$ cat src/sv/tes_pkg.sv
package tes_pkg;

	// Default sizes of the block.
	localparam int MAX_RADIUS_DEF = 7;
	localparam int MAX_WIDTH_DEF  = 2048;
	localparam int PIXEL_BITS_DEF = 16;

	// Configuration register widths.
	localparam int FW_BITS  = 12;
	localparam int FH_BITS  = 16;
	localparam int FR_BITS  = 3;
	localparam int CFG_BITS = 16;
	localparam int CFG_IDX_BITS = 2;

	// Configuration register indexes.
	typedef enum logic [CFG_IDX_BITS-1:0] {
		REG_FRAME_WIDTH   = 2'd0,
		REG_FRAME_HEIGHT  = 2'd1,
		REG_WINDOW_RADIUS = 2'd2
	} cfg_reg_t;

	// Controls shared by every line-delay cell.
	typedef struct packed {
		logic push;
		logic bypass;
	} row_ctrl_t;

endpackage

$ cat src/sv/tes_minmax.sv
module tes_minmax
	import tes_pkg::*;
#(
	parameter int N  = 2 * MAX_RADIUS_DEF + 1,
	parameter int PB = PIXEL_BITS_DEF,
	localparam int IW = $clog2(N)
) (
	input  logic          clk,
	input  logic [IW-1:0] last_idx,
	input  logic [PB-1:0] lo_in [N],
	input  logic [PB-1:0] hi_in [N],
	output logic [PB-1:0] lo_out,
	output logic [PB-1:0] hi_out
);

	localparam int G = (N + 3) / 4;

	logic [PB-1:0] glo [G];
	logic [PB-1:0] ghi [G];
	logic [PB-1:0] glo_s1 [G];
	logic [PB-1:0] ghi_s1 [G];
	logic [PB-1:0] flo;
	logic [PB-1:0] fhi;
	logic [PB-1:0] lo_s2;
	logic [PB-1:0] hi_s2;

	// First level: minimum and maximum of each group of four active entries.
	always_comb begin
		for (int g = 0; g < G; g++) begin
			glo[g] = '1;
			ghi[g] = '0;
			for (int j = 0; j < 4; j++) begin
				if ((g * 4 + j) < N) begin
					if ((g * 4 + j) <= int'(last_idx)) begin
						if (lo_in[(g * 4 + j) % N] < glo[g]) glo[g] = lo_in[(g * 4 + j) % N];
						if (hi_in[(g * 4 + j) % N] > ghi[g]) ghi[g] = hi_in[(g * 4 + j) % N];
					end
				end
			end
		end
	end

	always_ff @(posedge clk) begin
		glo_s1 <= glo;
		ghi_s1 <= ghi;
	end

	// Second level: across the groups.
	always_comb begin
		flo = '1;
		fhi = '0;
		for (int g = 0; g < G; g++) begin
			if (glo_s1[g] < flo) flo = glo_s1[g];
			if (ghi_s1[g] > fhi) fhi = ghi_s1[g];
		end
	end

	always_ff @(posedge clk) begin
		lo_s2 <= flo;
		hi_s2 <= fhi;
	end

	assign lo_out = lo_s2;
	assign hi_out = hi_s2;

endmodule

$ cat config.mk
export PLATFORM = sky130hd
export DESIGN_NAME = tes_minmax
export DESIGN_NICKNAME = d
export VERILOG_FILES = /design/src/sv/tes_pkg.sv /design/src/sv/tes_minmax.sv
export SDC_FILE = /design/constraint.sdc
export NUM_CORES = 1
export LEC_CHECK = 0
export ABC_AREA = 1
export BUFFER_PORTS_ARGS = -buffer_cell sky130_fd_sc_hd__buf_2
export CAP_MARGIN = 15
export CORE_AREA = 2 2 199 201
export DETAILED_ROUTE_END_ITERATION = 8
export DIE_AREA = 0 0 201 203
export GPL_TIMING_DRIVEN = 0
export HOLD_SLACK_MARGIN = 0.02
export PLACE_DENSITY = 0.86
export SLEW_MARGIN = 20
export SYNTH_ARGS = -nofsm -noshare
export SYNTH_HDL_FRONTEND = slang
export SYNTH_SLANG_ARGS = --single-unit
$ cat constraint.sdc
create_clock -name clk -period 6.1 [get_ports clk]
set_input_delay 0.61 -clock clk [delete_from_list [all_inputs] [get_ports clk]]
set_output_delay 0.61 -clock clk [all_outputs]
set_load 0.1 [all_outputs]
==> impl_metrics.json, run 1 <==
{
  "status": "complete, no violations",
  "grt_pass1_wl_um": 98790,
  "synth_top_area_share_pct": 28.33,
  "ctsHtreeMaxLevel": 4,
  "dieArea_um2": 40800,
  "die_h_um": 203,
  "synth_enable_flop_cells": 0,
  "synth.ff_latch_count": 160,
  "vias_per_cell": 5.376,
  "track_usage_pct": 29.72,
  "finClkSkew_ps": 13.00,
  "irDropWorstVdd_v": 0.0003561,
  "die_w_um": 201,
  "cap_viol_max_count": 0,
  "grt_pass1_vias": 20497,
  "ys_types": 51,
  "yosysTopAreaCell": "ha_1",
  "cts_root_buf": "clkbuf_16",
  "nets": 4418,
  "ys_seq_area_share_pct": 16.79,
  "synth-async-reset-ratio_pct": 0,
  "arrival_ps": 6220,
  "cts.clk_slew.worst_paths_ps": 70,
  "cts_buffers": 17,
  "yosysWarnings": 0,
  "cp-end-kind": "flip-flop",
  "postLayoutCoreUtil_pct": 61.05,
  "synthesis.nets": 3863,
  "num_vias": 21745,
  "area_delta_synth_final_pct": 23.07,
  "power_leakage_uw": 0.01319,
  "worstPathMaxFanout": 10,
  "gr-total-overflow": 0,
  "drt_iter0_drc": 1221,
  "drv_slew": 0,
  "slowest_delay_ps": 330,
  "final_hold_viol_count": 0,
  "drive_gt1_share_pct": 20.03,
  "path_buf_inv": 9,
  "netlist_instances": 2946,
  "path_delay_family": "simple AND/OR/NAND/NOR gates",
  "synthFlopType": "dfxtp_1",
  "place_hpwl_um": 54570,
  "start_util_pct": 49.61,
  "rows": 72,
  "crit_required_ps": 6430,
  "min_period_ps": 5890,
  "crit_path_start_kind": "input port",
  "wl_per_cell_um": 15.67,
  "drtAntennaViolNets": 0,
  "dp_cells": 3980,
  "cellPowerDensity_nw_per_um2": 378.9,
  "grt_max_degree": 17,
  "fin_crit_sh_pct": 96.55,
  "crit_top_cell": "nand2_1",
  "max_freq_ghz": 0.1698,
  "gp_congestion": 0.9576,
  "cts_tree": "built",
  "setup_violations": 0,
  "cts_buffer_depth": 2,
  "seq_area_um2": 3203,
  "clk_latency_ps": 440,
  "cp_slowest_cell": "o311ai_2",
  "syn-cell-area_um2": 19080,
  "drc": 0,
  "portBuffers": 516,
  "pin_count": 517,
  "core_um2": 38470,
  "tightest_slew_ps": 1142,
  "wirelength_um": 63400,
  "holdBufCountCts": 0,
  "fin_cells": 4045,
  "hold_path_class": "in2reg",
  "dr.pass1.iters": 6,
  "multi_input_area_um2": 14440,
  "path_class": "in2reg",
  "relSlewSlack_pct": 23.85,
  "num-fill-cells": 3670,
  "synth.avg_cell_area_um2": 6.477,
  "synth.top_cells.by_area": "ha_1 (28%), dfxtp_1 (17%), nand2_1 (17%)",
  "antenna_found_initial": 18,
  "cts_sinks": 160
}
[registers in the layout, summed over array words and instances (netlist names)]
| signal | flops |
|---|---|
| ghi_s1 | 64 |
| hi_out | 16 |
| glo_s1 | 64 |
| lo_out | 16 |
[tightest hold or removal path, delay by kind of cell]
| family | cells | cell delay (ps) |
|---|---|---|
| compound gates | 1 | 60 |
| simple gates | 1 | 50 |
| buf+inv | 1 | 90 |
[placed cells by master (no fill, tap or decap), types with 8 or more instances in the layout]
| cell type | count |
|---|---|
| and2_1 | 33 |
| o2111ai_1 | 8 |
| clkbuf_2 | 21 |
| a21oi_1 | 202 |
| nand4_1 | 47 |
| buf_2 | 525 |
| ha_1 | 430 |
| clkbuf_16 | 17 |
| clkbuf_1 | 38 |
| diode_2 | 13 |
| nor2_1 | 158 |
| a211oi_1 | 22 |
| o21a_1 | 10 |
| nand2_1 | 833 |
| inv_1 | 323 |
| dfxtp_1 | 160 |
| o21ai_0 | 291 |
| buf_4 | 20 |
| or2_2 | 27 |
| buf_6 | 15 |
| o21ai_1 | 33 |
| nand2_2 | 13 |
| nand3_1 | 156 |
| nor3_1 | 22 |
[power breakdown]
part	total [uW]	internal, uW	switching, uW
clock network	1130	675	457
registers	1580	1430	146
logic	6190	2020	4170
[Yosys cell counts, types with 2 or more instances]
library cell,count
a211oi_1,26
o21a_1,10
nand2_2,9
nand2_4,2
buf_2,11
or2_2,27
o211ai_1,3
nand4_1,47
inv_2,3
nor2_4,2
inv_1,324
nor4_1,4
a21oi_1,202
o21ai_1,4
nand2_1,839
nand3b_1,5
o311ai_0,2
o221a_2,2
o21ai_0,326
nor3_1,26
o21bai_1,4
nand3_1,157
o2111ai_1,8
a31oi_1,5
o221ai_1,5
and2_1,33
dfxtp_1,160
clkbuf_1,77
nor2_1,162
buf_1,4
ha_1,432
a21o_1,6
[repair_timing]
| action | CTS | global route |
|---|---|---|
| gates resized for setup | 51 | 147 |
| gates cloned | 0 | 2 |
| pin swaps | 6 | 18 |
| endpoints found under the setup margin | 69 | 115 |
| setup buffers | 8 | 11 |
[path summary, 6_finish.rpt]
path          startpoint         end  slack (ps)  cells after the start
max          last_idx[3]  ghi_s1[43]         210                     40
min reg2reg   glo_s1[14]  lo_out[14]         470                      2
min           hi_in[183]  ghi_s1[55]         400                      3
max reg2reg   ghi_s1[51]   hi_out[6]         540                     33
[per-layer routing]
metal	vias up	global-route usage, %	routed length, um
li1	11060	-	-
met1	9762	34.32	25590
met2	726	54.24	31100
met3	185	5.136	3872
met4	12	11.98	2778
met5	-	0	70
[kinds of logic (layout without fill, tap and decap cells)]
family          Yosys count  in the layout  share of synthesized area (%)
flops                   160            160                          16.79
buf+inv                 423            991                          8.465
fa+ha+maj               432            432                          28.33
compound gates          614            614                          17.38
other cells               0             13                              0
simple gates           1317           1317                          29.04
[metrics by stage]
step | TNS, ps | worst slack (ps) | total power, uW | instance area [um2] | hold slack (ps)
2_1_floorplan | 0 | 101.3 | 5993 | 19080 | 434.7
3_3_place_gp | -76760 | -1551 | 7379 | 22310 | 461.3
4_1_cts | 0 | 14.99 | 8781 | 23110 | 390.5
6_report | 0 | 210.2 | 8899 | 23490 | 404.0
3_5_place_dp | -82760 | -1616 | 7540 | 22310 | 463.6
5_1_grt | -751.7 | -86.23 | 9781 | 23470 | 397.0
[layout make-up]
type	instances	area share, %
clock buffer	19	1.929
antenna	13	0.1385
sequential	160	13.64
clock inverter	13	0.7405
buffer	93	2.280
tap	518	2.760
multi-input combinational	2363	61.48
timing repair inverter	1	0.02131
inverter	329	5.280
timing repair buffer	536	11.73
(Power assumes the default switching activity.)
==> run 2: changes to the inputs <==
--- a/config.mk
+++ b/config.mk
@@ -6,12 +6,11 @@
 export NUM_CORES = 1
 export LEC_CHECK = 0
 export ABC_AREA = 1
-export BUFFER_PORTS_ARGS = -buffer_cell sky130_fd_sc_hd__buf_2
+export BUFFER_PORTS_ARGS = -buffer_cell sky130_fd_sc_hd__clkbuf_2
 export CAP_MARGIN = 15
 export CORE_AREA = 2 2 199 201
 export DETAILED_ROUTE_END_ITERATION = 8
 export DIE_AREA = 0 0 201 203
-export GPL_TIMING_DRIVEN = 0
 export HOLD_SLACK_MARGIN = 0.02
 export PLACE_DENSITY = 0.86
 export SLEW_MARGIN = 20
==> run 2 against run 1 <==
  * The run now ends with DRC left
  * Cell count fell by 1.4%
  * Utilization fell by 0.72 points
  * Largest power group unchanged
  * Largest cell class unchanged
  * Wire length fell by 4.9%
  * Global-route usage fell by 0.83 points
  * Clock skew fell by 1.9 ps
  * Via count fell by 2.7%
  * Power fell by 1.3%
  * Worst setup slack improved by 120 ps
  * Combinational power fell by 1%
==> impl_metrics.json, run 2 (synthesized netlist as in run 1, its figures left out) <==
{
  "status": "finished, violations left",
  "violations": "DRC",
  "layout_common_cells": "nand2_1 (832), clkbuf_2 (516), ha_1 (432)",
  "wl_per_cell_um": 15.12,
  "combinationalPowerShare_pct": 69.5,
  "grt_use_met2_pct": 52.63,
  "nets": 4367,
  "grt_max_degree": 33,
  "clockPowerShare_pct": 12.5,
  "relSlewSlack_pct": 37.97,
  "dr.pass1.iters": 7,
  "irDropWorstVdd_v": 0.0003674,
  "rows": 72,
  "die_h_um": 203,
  "min_period_ps": 5772,
  "cp-end-kind": "flip-flop",
  "top_regs": "ghi_s1 x64, glo_s1 x64",
  "worstPathMaxFanout": 28,
  "cts_buffers": 17,
  "grt_util_met1_pct": 33.18,
  "path_delay_family": "simple AND/OR/NAND/NOR gates",
  "path_class": "in2reg",
  "worst_slack_ps": 328.4,
  "vias_per_cell": 5.307,
  "cts_buffer_depth": 2,
  "dp_cells": 3946,
  "drtAntennaViolNets": 0,
  "power_leakage_uw": 0.01322,
  "gp_congestion": 0.9769,
  "p_switching_uw": 4714,
  "path_buf_inv": 9,
  "postLayoutCoreUtil_pct": 60.34,
  "fin_crit_sh_pct": 94.62,
  "area_delta_synth_final_pct": 21.63,
  "finClkSkew_ps": 11.06,
  "track_usage_pct": 28.89,
  "max_freq_ghz": 0.1733,
  "drc": 2,
  "cts_root_buf": "clkbuf_16",
  "clk_latency_ps": 440,
  "ctsHtreeMaxLevel": 4,
  "core_um2": 38470,
  "crit_path_start_kind": "input port",
  "holdBufCountCts": 0,
  "num-fill-cells": 3629,
  "arrival_ps": 6090,
  "dpl_worst_slack_ps": -186.3,
  "met3_usage_pct": 4.462,
  "crit_required_ps": 6420,
  "setup_violations": 0,
  "grt_pass1_vias": 20148,
  "start_util_pct": 49.61,
  "final_common_cell": "nand2_1",
  "drv_slew": 0,
  "cellPowerDensity_nw_per_um2": 378.3,
  "switching_share_pct": 53.69,
  "antenna_found_initial": 7,
  "pwr-share-seq_pct": 18.0,
  "whs_ps": 409.9,
  "drive_gt1_share_pct": 19.61,
  "intPower_uw": 4066,
  "crit_top_cell": "nand2_1",
  "dieArea_um2": 40800,
  "tightest_slew_ps": 928.3,
  "setup_tns_ps": 0,
  "drt_iter0_drc": 1275,
  "gr-total-overflow": 0,
  "cp_slowest_cell": "ha_1",
  "multi_input_area_um2": 14350,
  "pin_count": 517,
  "slowest_delay_ps": 330,
  "die_w_um": 201,
  "hold_path_class": "in2reg",
  "cts_sinks": 160,
  "portBuffers": 516,
  "cap_viol_max_count": 0,
  "cts.clk_slew.worst_paths_ps": 70,
  "cts_tree": "built",
  "final_hold_viol_count": 0,
  "grt_pass1_wl_um": 95820,
  "globalRoute.busiestLayer": "met2",
  "num_vias": 21168,
  "seq_area_um2": 3203,
  "place_hpwl_um": 53130,
  "wirelength_um": 60320,
  "fin_cells": 3989
}
## run 2: cell types whose count changed in the layout (fill, tap and decap cells not counted), moves of 4 or more
cell / previous run / this run
buf_4: 20 / 53
clkbuf_4: 4 / 0
buf_6: 15 / 2
nor2_1: 158 / 162
buf_12: 2 / 7
clkbuf_1: 38 / 0
diode_2: 13 / 9
clkbuf_2: 21 / 516
o21ai_1: 33 / 15
buf_2: 525 / 1
o21ai_0: 291 / 314
o21ai_2: 6 / 1
## run 2: final timing paths
kind | cells after the start | from | slack, ps | end
worst min register to register | 2 | glo_s1[10] | 480 | lo_out[10]
worst min-delay path | 3 | hi_in[5] | 410 | ghi_s1[5]
worst max-delay path | 40 | last_idx[2] | 330 | ghi_s1[40]
worst max register to register | 28 | glo_s1[61] | 680 | lo_out[7]
## run 2: through the flow
step | cell area, um2 | total power (uW)
finish | 23210 | 8781
global route | 23190 | 9690
CTS | 23090 | 8730
detailed placement | 22490 | 7586
global placement | 22490 | 7411
floorplan | 19080 | 5993
## run 2: final cells by class
class / count / share of cell area, %
clock inverters: 14 / 0.7224
clock buffers: 17 / 1.833
diodes: 9 / 0.09703
repair buffers: 579 / 13.56
well taps: 518 / 2.792
multi-input cells: 2363 / 61.84
inverters: 329 / 5.348
flip-flops and latches: 160 / 13.80
## run 2: worst min-delay path, delay by kind of cell
family                 cells  cell delay (ps)
buffers and inverters      1              100
AND/OR/NAND/NOR            1               50
AO/OA/AOI/OAI              1               60
## run 2: power groups by stage
stage	clock [uW]	sequential (uW)	combinational [uW]
3_5_place_dp	0	1600	5990
3_3_place_gp	0	1590	5820
4_1_cts	1120	1580	6030
5_1_grt	1160	1610	6920
6_report	1100	1580	6100
2_1_floorplan	0	2370	3630
## run 2: per-layer routing
| layer | up-vias | share of wire [%] |
|---|---|---|
| met5 | - | 0 |
| met4 | 0 | 4.7 |
| met3 | 162 | 6.0 |
| met2 | 661 | 49 |
| met1 | 9398 | 40 |
| li1 | 10947 | - |
## run 2: repair_timing
item / 4_1_cts / 5_1_grt
buffers inserted: 0 / 2
endpoints found under the setup margin: 0 / 85
resized for setup: 0 / 29
endpoints found under the hold margin: 0 / 0
