==> config.mk <==
export PLATFORM = sky130hd
export DESIGN_NAME = tes_out_fifo
export DESIGN_NICKNAME = d
export VERILOG_FILES = /design/src/sv/tes_pkg.sv /design/src/sv/tes_out_fifo.sv
export SDC_FILE = /design/constraint.sdc
export NUM_CORES = 1
export LEC_CHECK = 0
export BUFFER_PORTS_ARGS = -buffer_cell sky130_fd_sc_hd__buf_2
export CAP_MARGIN = 20
export CORE_MARGIN = 5
export CORE_UTILIZATION = 40
export CTS_CLUSTER_SIZE = 20
export DETAILED_ROUTE_END_ITERATION = 7
export PLACE_DENSITY = 0.56
export SYNTH_ARGS = -nofsm -noshare
export SYNTH_HDL_FRONTEND = slang
export SYNTH_SLANG_ARGS = --single-unit
==> constraint.sdc <==
create_clock -name clk -period 7.3 [get_ports clk]
set_clock_uncertainty 0.2 [all_clocks]
set_input_delay 0.73 -clock clk [delete_from_list [all_inputs] [get_ports clk]]
set_output_delay 0.73 -clock clk [all_outputs]
set_load 0.1 [all_outputs]
==> src/sv/tes_pkg.sv <==
package tes_pkg;

	// Default sizes of the block.
	localparam int MAX_RADIUS_DEF = 7;
	localparam int MAX_WIDTH_DEF  = 2048;
	localparam int PIXEL_BITS_DEF = 16;

	// Configuration register widths.
	localparam int FW_BITS  = 12;
	localparam int FH_BITS  = 16;
	localparam int FR_BITS  = 3;
	localparam int CFG_BITS = 16;
	localparam int CFG_IDX_BITS = 2;

	// Configuration register indexes.
	typedef enum logic [CFG_IDX_BITS-1:0] {
		REG_FRAME_WIDTH   = 2'd0,
		REG_FRAME_HEIGHT  = 2'd1,
		REG_WINDOW_RADIUS = 2'd2
	} cfg_reg_t;

	// Controls shared by every line-delay cell.
	typedef struct packed {
		logic push;
		logic bypass;
	} row_ctrl_t;

endpackage

==> src/sv/tes_out_fifo.sv <==
module tes_out_fifo
	import tes_pkg::*;
#(
	parameter int DEPTH = 10,
	parameter int W     = PIXEL_BITS_DEF + 1
) (
	input  logic         clk,
	input  logic         arst_n,
	input  logic         wr_en,
	input  logic [W-1:0] wr_data,
	input  logic         rd_en,
	output logic [W-1:0] rd_data,
	output logic         not_empty
);

	localparam int PW = $clog2(DEPTH);
	localparam int CW = $clog2(DEPTH + 1);

	logic [W-1:0]  mem_q [DEPTH];
	logic [PW-1:0] wp_q;
	logic [PW-1:0] rp_q;
	logic [CW-1:0] cnt_q;
	logic          do_rd;

	assign do_rd = rd_en && (cnt_q != '0);

	// Storage for finished items.
	always_ff @(posedge clk) begin
		if (wr_en) begin
			mem_q[wp_q] <= wr_data;
		end
	end

	// Pointers and fill count.
	always_ff @(posedge clk or negedge arst_n) begin
		if (!arst_n) begin
			wp_q  <= '0;
			rp_q  <= '0;
			cnt_q <= '0;
		end else begin
			if (wr_en) begin
				wp_q <= (wp_q == PW'(DEPTH - 1)) ? '0 : wp_q + PW'(1);
			end
			if (do_rd) begin
				rp_q <= (rp_q == PW'(DEPTH - 1)) ? '0 : rp_q + PW'(1);
			end
			cnt_q <= cnt_q + CW'(wr_en) - CW'(do_rd);
		end
	end

	assign rd_data   = mem_q[rp_q];
	assign not_empty = (cnt_q != '0);

endmodule

==> results of run 1 <==
logic make-up after synthesis:
family / synth area share
flops: 0.741
mux: 0.135
simple gates: 0.0420
compound gates: 0.0388
buf+inv: 0.0252
xor+xnor: 0.00720
fa+ha+maj: 0.0113
state kept, by name, summed over array words and instances (netlist names):
name,flops
mem_q,170
cnt_q,4
rp_q,4
wp_q,4
metrics by stage:
stage                     worst slack (ns)  area (um^2)  cells   util
after floorplan                       3.11         7300    402      -
after global placement                3.88         7740    657  0.431
after detailed placement              3.87         7740    657  0.431
after CTS                             3.42         8280    690  0.461
after global routing                  3.25         8310    691  0.462
final                                 3.45         8310    691  0.462
per-layer routing:
metal | wire length (um) | vias up | track usage
met2 | 6620 | 70 | 0.222
met3 | 577 | 20 | 0.0340
li1 | - | 1678 | -
met1 | 6140 | 1791 | 0.172
met5 | 0 | - | 0
met4 | 233 | 0 | 0.0499
Yosys cell counts, types with 3 or more instances:
| cell | n |
|---|---|
| edfxtp_1 | 170 |
| mux2_2 | 52 |
| dfrtp_1 | 12 |
| nor2b_1 | 5 |
| ha_1 | 5 |
| inv_1 | 8 |
| buf_4 | 6 |
| xnor2_1 | 3 |
| o22ai_1 | 17 |
| nor2_1 | 26 |
| mux4_2 | 13 |
| xor2_1 | 3 |
| nand2_1 | 22 |
| mux4_1 | 4 |
| buf_2 | 7 |
| clkbuf_1 | 5 |
| o31ai_1 | 17 |
worst max path at each step:
stage,to,cells past startpoint,slack (ns),from
6_report,rd_data[1],5,3.45,rp_q[2]
5_1_grt,rd_data[16],5,3.25,rp_q[2]
4_1_cts,rd_data[1],4,3.42,rp_q[0]
3_5_place_dp,rd_data[1],4,3.87,rp_q[0]
3_3_place_gp,rd_data[16],4,3.88,rp_q[0]
2_1_floorplan,rd_data[10],5,3.11,rp_q[0]
worst max-delay path, delay by kind of cell (launching register included):
kind | cells | cell delay [ns]
buffers and inverters | 2 | 0.77
flip-flops | 1 | 0.54
AO/OA/AOI/OAI | 2 | 0.47
AND/OR/NAND/NOR | 1 | 0.72
cell usage in the layout (no fill, tap or decap), types with 2 or more instances in the layout:
cell         n
edfxtp_1   170
mux2_2      52
buf_2       38
nand2_1     22
nor2_1      20
o22ai_1     17
o31ai_1     17
clkbuf_16   17
mux4_2      13
dfrtp_1     11
buf_4       11
inv_1        8
nor2_2       6
ha_1         5
mux4_1       4
nor2b_1      4
clkbuf_1     4
clkinv_1     4
xnor2_1      3
xor2_1       3
clkinv_2     3
nand2b_1     2
a21o_1       2
nor4_2       2
nand4_1      2
nand3_1      2
o21ai_0      2
clkinv_4     2
area by class of cell:
cell class | instances | area (um^2) | area share
Timing Repair Buffer | 51 | 310 | 0.0374
Multi-Input combinational cell | 189 | 1740 | 0.210
Tap cell | 229 | 287 | 0.0345
Clock inverter | 11 | 85.1 | 0.0102
Sequential cell | 182 | 5410 | 0.651
Inverter | 8 | 30.0 | 0.00362
Clock buffer | 21 | 440 | 0.0530
==> results_dict.tcl, run 1 <==
set metrics [dict create \
    die_h_um 145 \
    wl_per_cell_um 19.6 \
    period_share 0.527 \
    dr.pass1.iters 4 \
    hold_depth 1 \
    grt.overflow.total 0 \
    start_util 0.406 \
    max_stage_delay_ns 0.72 \
    track_usage 0.134 \
    rsz0062_at_grt "false" \
    cp_max_fo 17 \
    drt_iter0_markers 226 \
    async_reset_ff_frac 0.0659 \
    dieArea_mm2 0.0210 \
    reg2reg_depth 10 \
    ctsLongestPathBuffers 2 \
    cts_tree "yes" \
    cts_setup_buffers 0 \
    syn_nets 429 \
    crit_chain "buf_4, nand2_1, o22ai_1, o31ai_1, buf_2" \
    routed_wl_um 13600 \
    synth_top_area_frac 0.700 \
    nets 476 \
    dp_hpwl_um 7740 \
    synth_top_cells_by_area "edfxtp_1 (70%), mux2_2 (8.0%), dfrtp_1 (4.1%)" \
    rows 49 \
    setup_viol 0 \
    cts_max_level 4 \
    cts_buffers 17 \
    ys.warnings.count 0 \
    yosysTopAreaCell "edfxtp_1" \
    layout_min_cycle_time_ns 3.85 \
    via_count 3559 \
    ys.flop_type "edfxtp_1" \
    hold_end "wp_q[0]" \
    hold_buffers 1 \
    ant_nets 0 \
    whs_ns 0.341 \
    syn_area_per_cell_um2 18.2 \
    required_ns 6.37 \
    grt_max_degree 74 \
    holdCritPathClass "reg2reg" \
    synth_edf_count 170 \
    num_io_pins 39 \
    antenna_found_initial 0 \
    die_w_um 145 \
    drive_gt1_frac 0.327 \
    r2r-end "cnt_q[2]" \
    post_cts_resized 0 \
    timing.rr.start "cnt_q[2]" \
    post-route-drc-count 0 \
    r2r_slack_ns 4.60 \
    slowest_stage "nand2_1" \
    finalHoldViolations 0 \
    seq_area_frac_synth 0.741 \
    synth.ff_latch_count 182 \
    clk_transition_reported_paths_ns 0.06 \
    clock.fmax_mhz 260 \
    slew_viol_final 0 \
    grt_pass1_vias 3838 \
    num-fill-cells 1544 \
    portBuffers 38 \
    cp-end-kind "output port" \
    cp.arrival_ns 2.92 \
    cp-start-kind "flop" \
    max_slew_margin 0.302 \
    diodes 0 \
    worstSkewPairLatency_ns 0.41 \
    hold_path.startpoint "wp_q[0]" \
    synth_area_mm2 0.00730 \
    critPathKind "reg2out" \
    clkSinkCount 182 \
    area_delta_synth_final_pct 13.8 \
    grt_pass1_wl_um 21600 \
    worst_slew_pin_slew_ns 1.05 \
    synth_cell_types 38 \
    status "finished, final reports clean" \
    gp_congestion 0.697 \
    viasPerCell 5.15 \
    ctsRootBufferMaster "clkbuf_16" \
    fin_setup_tns_ns 0 \
    syn_inst 402 \
    drv_cap 0 \
    core_area_mm2 0.0180 \
]
Power of run 1 is left out: the tool's default activity adds up to more than one toggle a clock period on the data nets, which glitch-free logic cannot reach.
==> inputs of run 2 (changes only) <==
--- a/config.mk
+++ b/config.mk
@@ -5,6 +5,7 @@
 export SDC_FILE = /design/constraint.sdc
 export NUM_CORES = 1
 export LEC_CHECK = 0
+export ABC_AREA = 1
 export BUFFER_PORTS_ARGS = -buffer_cell sky130_fd_sc_hd__buf_2
 export CAP_MARGIN = 20
 export CORE_MARGIN = 5
==> constraint.sdc (replaced) <==
create_clock -name clk -period 3.8 [get_ports clk]
set_clock_uncertainty 0.2 [all_clocks]
set_input_delay 0.38 -clock clk [delete_from_list [all_inputs] [get_ports clk]]
set_output_delay 0.38 -clock clk [all_outputs]
set_load 0.1 [all_outputs]
==> run 2 against run 1 <==
Hold slack worse by 0.29 ns. Final cell count is 46% higher. Register-to-register slack worse by 3.2 ns. Die area is 5.8% higher. Largest cell class unchanged. Synthesized area is 6.2% higher.
==> results_dict.tcl, run 2 <==
set metrics [dict create \
    status "finished, final reports clean" \
    via_count 4834 \
    peakVddDrop_v 0.000628 \
    layout_min_cycle_time_ns 3.35 \
    synth.ff_latch_count 182 \
    cts_tree "yes" \
    crit_chain "buf_4, nand3_1, nand2_1, nor2_1, nand2_1, nand3_1, nand2_1, buf_2" \
    synthXorXnorAreaFrac 0.00565 \
    rows 51 \
    clock.fmax_mhz 298 \
    reg2reg_depth 11 \
    hold_depth 1 \
    synth_cell_types 26 \
    drive_gt1_frac 0.120 \
    slowest_stage "dfrtp_4" \
    synth-simple-area-share 0.181 \
    worst-path-stages 8 \
    dr.pass1.iters 5 \
    r2r_slack_ns 1.43 \
    power.leakage_nw 3.53 \
    dieArea_mm2 0.0223 \
    num-fill-cells 1798 \
    synth_area_mm2 0.00775 \
    max_slew_margin 0.338 \
    drt_iter0_markers 342 \
    syn_nets 722 \
    ctsLongestPathBuffers 2 \
    worstSkewPairLatency_ns 0.42 \
    grt.overflow.total 0 \
    ant_nets 0 \
    ctsRootBufferMaster "clkbuf_16" \
    rsz0062_at_grt "false" \
    num_io_pins 39 \
    cp_max_fo 63 \
    grt_pass1_vias 4748 \
    cts_buffers 17 \
    diodes 0 \
    synth_edf_count 170 \
    wl_per_cell_um 16.6 \
    viasPerCell 4.78 \
    top_layer_used "met4" \
    cp-end-kind "output port" \
    synth_top_cells_by_area "edfxtp_1 (66%), nand2_1 (8.7%), nand3_1 (4.6%)" \
    max_stage_delay_ns 0.73 \
    nets 764 \
    grt_max_degree 64 \
    required_ns 3.22 \
    dp_hpwl_um 9690 \
    start_util 0.402 \
    clkSinkCount 182 \
    area_delta_synth_final_pct 12.2 \
    synth_top_family_by_area "simple AND/OR/NAND/NOR gates" \
    max_flop_register "mem_q" \
    synth_fa_ha_area_frac 0.0107 \
    portBuffers 38 \
    drt-met1-wl_um 7820 \
    ys.warnings.count 0 \
    antenna_found_initial 0 \
    final_common_cell "nand2_1" \
    cp.arrival_ns 2.77 \
    worst_slew_pin_slew_ns 0.992 \
    whs_ns 0.0547 \
    post_cts_resized 0 \
    die_h_um 149 \
    muxShareOfSynthArea 0 \
    largest_reg_flops 170 \
    holdCritPathClass "in2reg" \
    power.density_mw_per_mm2 857 \
    core_area_mm2 0.0193 \
    yosysTopAreaCell "edfxtp_1" \
    grt_pass1_wl_um 26400 \
    crit_buf_inv 2 \
    final_cell_mix "nand2_1 (179), edfxtp_1 (170), inv_1 (86)" \
    syn_inst 695 \
    track_usage 0.158 \
    wl_met3_um 594 \
    post-route-drc-count 0 \
    fin_setup_tns_ns 0 \
    syn_area_per_cell_um2 11.2 \
    drv_cap 0 \
    setup_viol 0 \
    gp_congestion 0.767 \
    seq_area_frac_synth 0.697 \
    async_reset_ff_frac 0.0659 \
    yosysMostFrequentCell "nand2_1" \
    finalHoldViolations 0 \
    synth_top_area_frac 0.658 \
    clk_transition_reported_paths_ns 0.06 \
    cp-start-kind "flop" \
    cts_max_level 4 \
    synth_commonest_cells "nand2_1 (179), edfxtp_1 (170), inv_1 (86), nor2_1 (79), nand3_1 (72)" \
    period_share 0.882 \
    slew_viol_final 0 \
    crit_family "buffers and inverters" \
    critPathKind "reg2out" \
    routed_wl_um 16800 \
    ys.flop_type "edfxtp_1" \
    wl_met2_um 8130 \
    cpMostUsedCell "nand2_1" \
    die_w_um 149 \
    synth_compound_area_frac 0.0311 \
]
-- run 2: changes by cell type in the layout (fill, tap and decap cells not counted), moves of 13 or more --
cell	delta
nor2_1	+57
nand3_1	+70
mux4_2	-13
o211ai_1	+16
o31ai_1	-17
o22ai_1	-16
inv_1	+78
nand2_1	+157
o21ai_0	+15
mux2_2	-52
-- run 2: cell type report --
| class | count | area (um^2) | area share |
|---|---|---|---|
| Inverter | 90 | 343 | 0.0394 |
| Multi-Input combinational cell | 392 | 1790 | 0.206 |
| Timing Repair Buffer | 54 | 313 | 0.0360 |
| Tap cell | 265 | 332 | 0.0381 |
| Sequential cell | 182 | 5410 | 0.622 |
| Clock buffer | 18 | 429 | 0.0494 |
| Clock inverter | 11 | 81.3 | 0.00935 |
-- run 2: worst paths after layout --
check,startpoint,to
setup reg to reg,cnt_q[2],cnt_q[1]
max in group asynchronous,arst_n,rp_q[0]
hold / removal,wr_data[11],mem_q[8][11]
setup / recovery,rp_q[0],rd_data[16]
min in group asynchronous,arst_n,cnt_q[1]
hold reg to reg,wp_q[2],wp_q[2]
-- run 2: what timing repair did --
item / CTS / global route
endpoints found under the hold margin: 12 / 0
hold buffers: 1 / 0
setup buffers: 0 / 0
-- run 2: power breakdown --
group	switching (W)	internal, W
logic	0.00261	0.000689
clock network	0.000738	0.000827
registers	0.000151	0.00243
-- run 2: cell families after synthesis --
| kind of cell | after synthesis |
|---|---|
| AOI/OAI and AO/OA | 40 |
| and+or+nand+nor | 341 |
| xor gates and xnor gates | 5 |
| buffers and inverters | 121 |
| DFF | 182 |
| adders and majority gates | 6 |
-- run 2: per-layer routing --
| metal | GRT usage | vias to the layer above |
|---|---|---|
| met4 | 0.0549 | 0 |
| met2 | 0.258 | 101 |
| met5 | 0 | - |
| met3 | 0.0304 | 19 |
| met1 | 0.213 | 2323 |
| li1 | - | 2391 |
-- run 2: through the flow --
stage / power [W] / utilization / cell area [um^2] / cells / setup WS (ns)
2_1_floorplan: 0.00537 / - / 7750 / 695 / 0.638
3_3_place_gp: 0.00591 / 0.424 / 8170 / 982 / 0.859
3_5_place_dp: 0.00595 / 0.424 / 8170 / 982 / 0.879
4_1_cts: 0.00751 / 0.451 / 8690 / 1012 / 0.417
5_1_grt: 0.00786 / 0.451 / 8690 / 1012 / 0.222
6_report: 0.00745 / 0.451 / 8690 / 1012 / 0.448
Note: power is estimated with default switching activity, not from simulation.
==> inputs of run 3 (changes only) <==
--- a/config.mk
+++ b/config.mk
@@ -9,10 +9,10 @@
 export BUFFER_PORTS_ARGS = -buffer_cell sky130_fd_sc_hd__buf_2
 export CAP_MARGIN = 20
 export CORE_MARGIN = 5
-export CORE_UTILIZATION = 40
+export CORE_UTILIZATION = 65
 export CTS_CLUSTER_SIZE = 20
 export DETAILED_ROUTE_END_ITERATION = 7
-export PLACE_DENSITY = 0.56
+export PLACE_DENSITY = 0.84
 export SYNTH_ARGS = -nofsm -noshare
 export SYNTH_HDL_FRONTEND = slang
 export SYNTH_SLANG_ARGS = --single-unit
==> constraint.sdc (replaced) <==
create_clock -name clk -period 4.2 [get_ports clk]
set_clock_uncertainty 0.2 [all_clocks]
set_input_delay 0.42 -clock clk [delete_from_list [all_inputs] [get_ports clk]]
set_output_delay 0.42 -clock clk [all_outputs]
set_load 0.1 [all_outputs]
==> run 3 against run 2 <==
Final area down 0.36%. Routed wire length up 1.1%. Highest routed layer unchanged. Flip-flop and latch count unchanged. Count of clock-buffer cells in the layout grew 3. Worst setup slack got worse by 0.022 ns. Hold slack better by 0.031 ns. Clock power increased by 11%.
==> results_dict.tcl, run 3 (synthesized netlist as in run 2, its figures left out) <==
set metrics [dict create \
    via_count 5204 \
    p_int_w 0.00390 \
    clock.fmax_mhz 265 \
    setup_viol 0 \
    cts_setup_buffers 0 \
    area_delta_synth_final_pct 11.7 \
    total_power_w 0.00711 \
    grt_pass1_wl_um 26400 \
    gp_congestion 0.794 \
    placed_area_mm2 0.00798 \
    swShare 0.452 \
    die_h_um 119 \
    rows 39 \
    die_w_um 119 \
    cp.arrival_ns 3.15 \
    finish.instance_area_mm2 0.00866 \
    cts_buffers 17 \
    final_cell_mix "nand2_1 (179), edfxtp_1 (170), inv_1 (86)" \
    period_share 0.899 \
    wl_per_cell_um 19.1 \
    peakVddDrop_v 0.000910 \
    drive_gt1_frac 0.118 \
    status "finished, final reports clean" \
    timing.final.ws_setup_ns 0.425 \
    portBuffers 38 \
    worst_slew_pin_slew_ns 1.08 \
    worstSkewPairLatency_ns 0.43 \
    largest_reg_flops 170 \
    finalHoldViolations 0 \
    final_util 0.749 \
    required_ns 3.58 \
    ant_nets 0 \
    r2r-end "mem_q[4][12]" \
    hold_depth 1 \
    timing.rr.start "wp_q[3]" \
    dp_hpwl_um 9370 \
    num-fill-cells 723 \
    reg2reg_depth 4 \
    critPathKind "reg2out" \
    antenna_found_initial 0 \
    power.density_mw_per_mm2 820 \
    p_clk_frac 0.246 \
    rsz0062_at_grt "false" \
    crit_chain "buf_4, nand2_1, nand2_1, nand2_1, nand3_1, nand3_1, nand2_1, buf_2" \
    nets 761 \
    grt.overflow.total 0 \
    cts_max_level 4 \
    dr.pass1.iters 7 \
    post_cts_resized 0 \
    power.leakage_nw 3.59 \
    ctsRootBufferMaster "clkbuf_16" \
    ctsLongestPathBuffers 2 \
    pwr-share-comb 0.415 \
    final_common_cell "nand2_1" \
    switchingPower_w 0.00321 \
    multi_input_area_mm2 0.00178 \
    viasPerCell 5.85 \
    routed_wl_um 17000 \
    hold_end "mem_q[2][14]" \
    hold_buffers 1 \
    post-route-drc-count 0 \
    crit_family "buffers and inverters" \
    core_area_mm2 0.0116 \
    max_stage_delay_ns 0.91 \
    diodes 0 \
    cts_tree "yes" \
    holdCritPathClass "in2reg" \
    crit_buf_inv 2 \
    clk_transition_reported_paths_ns 0.06 \
    max_flop_register "mem_q" \
    r2r_slack_ns 1.77 \
    grt_max_degree 61 \
    num_io_pins 39 \
    max_slew_margin 0.283 \
    cp_max_fo 60 \
    slew_viol_final 0 \
    cp-end-kind "output port" \
    cp-start-kind "flop" \
    dp_slack_ns 1.06 \
    layout_min_cycle_time_ns 3.77 \
    clkSinkCount 182 \
    start_util 0.670 \
    hold_path.startpoint "wr_data[14]" \
    cpMostUsedCell "nand2_1" \
    track_usage 0.246 \
    fin_setup_tns_ns 0 \
    seqPwrFrac 0.339 \
    slowest_stage "dfrtp_2" \
    dieArea_mm2 0.0142 \
    seqCellArea_mm2 0.00541 \
    grt_pass1_vias 5285 \
    drt_iter0_markers 753 \
    drv_cap 0 \
]
run 3: cell types whose count changed in the layout (fill, tap and decap cells not counted):
| cell | change |
|---|---|
| clkinv_1 | -1 |
| clkinvlp_4 | -1 |
| nor2_2 | -2 |
| nor2_1 | +2 |
| clkinv_2 | -1 |
| inv_6 | -2 |
| clkbuf_8 | +2 |
| buf_4 | -4 |
| dfrtp_4 | -1 |
| clkbuf_1 | +1 |
| dfrtp_2 | +1 |
| buf_6 | +1 |
| bufinv_16 | +5 |
run 3: final cells by class:
type                    count  share of cell area
flip-flops and latches    182               0.624
multi-input cells         392               0.206
clock buffers              21              0.0531
inverters                  90              0.0396
repair buffers             51              0.0339
clock inverters            11              0.0228
well taps                 143              0.0207
run 3: how the worst max path moves through the flow:
stage | startpoint | endpoint | slack (ns) | depth (start not counted)
floorplan | cnt_q[2] | cnt_q[2] | 1.04 | 11
global placement | rp_q[0] | rd_data[11] | 1.12 | 8
detailed placement | rp_q[0] | rd_data[9] | 1.06 | 8
CTS | rp_q[0] | rd_data[7] | 0.50 | 8
global route | rp_q[0] | rd_data[7] | 0.31 | 8
finish | rp_q[0] | rd_data[7] | 0.43 | 8
run 3: power groups by stage:
stage | sequential [W] | clock [W] | combinational [W]
after floorplan | 0.00229 | 0 | 0.00257
after global placement | 0.00242 | 0 | 0.00280
after detailed placement | 0.00244 | 0 | 0.00288
after CTS | 0.00240 | 0.00176 | 0.00292
after global routing | 0.00243 | 0.00184 | 0.00314
final | 0.00241 | 0.00175 | 0.00295
run 3: per-stage QoR:
step                hold WS, ns  std cells
global route             0.0834        890
detailed placement        0.118        856
global placement          0.118        856
finish                   0.0858        890
CTS                      0.0634        889
floorplan               -0.0756        695
run 3: per-layer routing:
layer | GRT usage | vias up | routed length [um]
met1 | 0.296 | 2466 | 6350
met5 | 0 | - | 0
met3 | 0.0664 | 60 | 1470
li1 | - | 2381 | -
met2 | 0.408 | 297 | 8550
met4 | 0.130 | 0 | 621
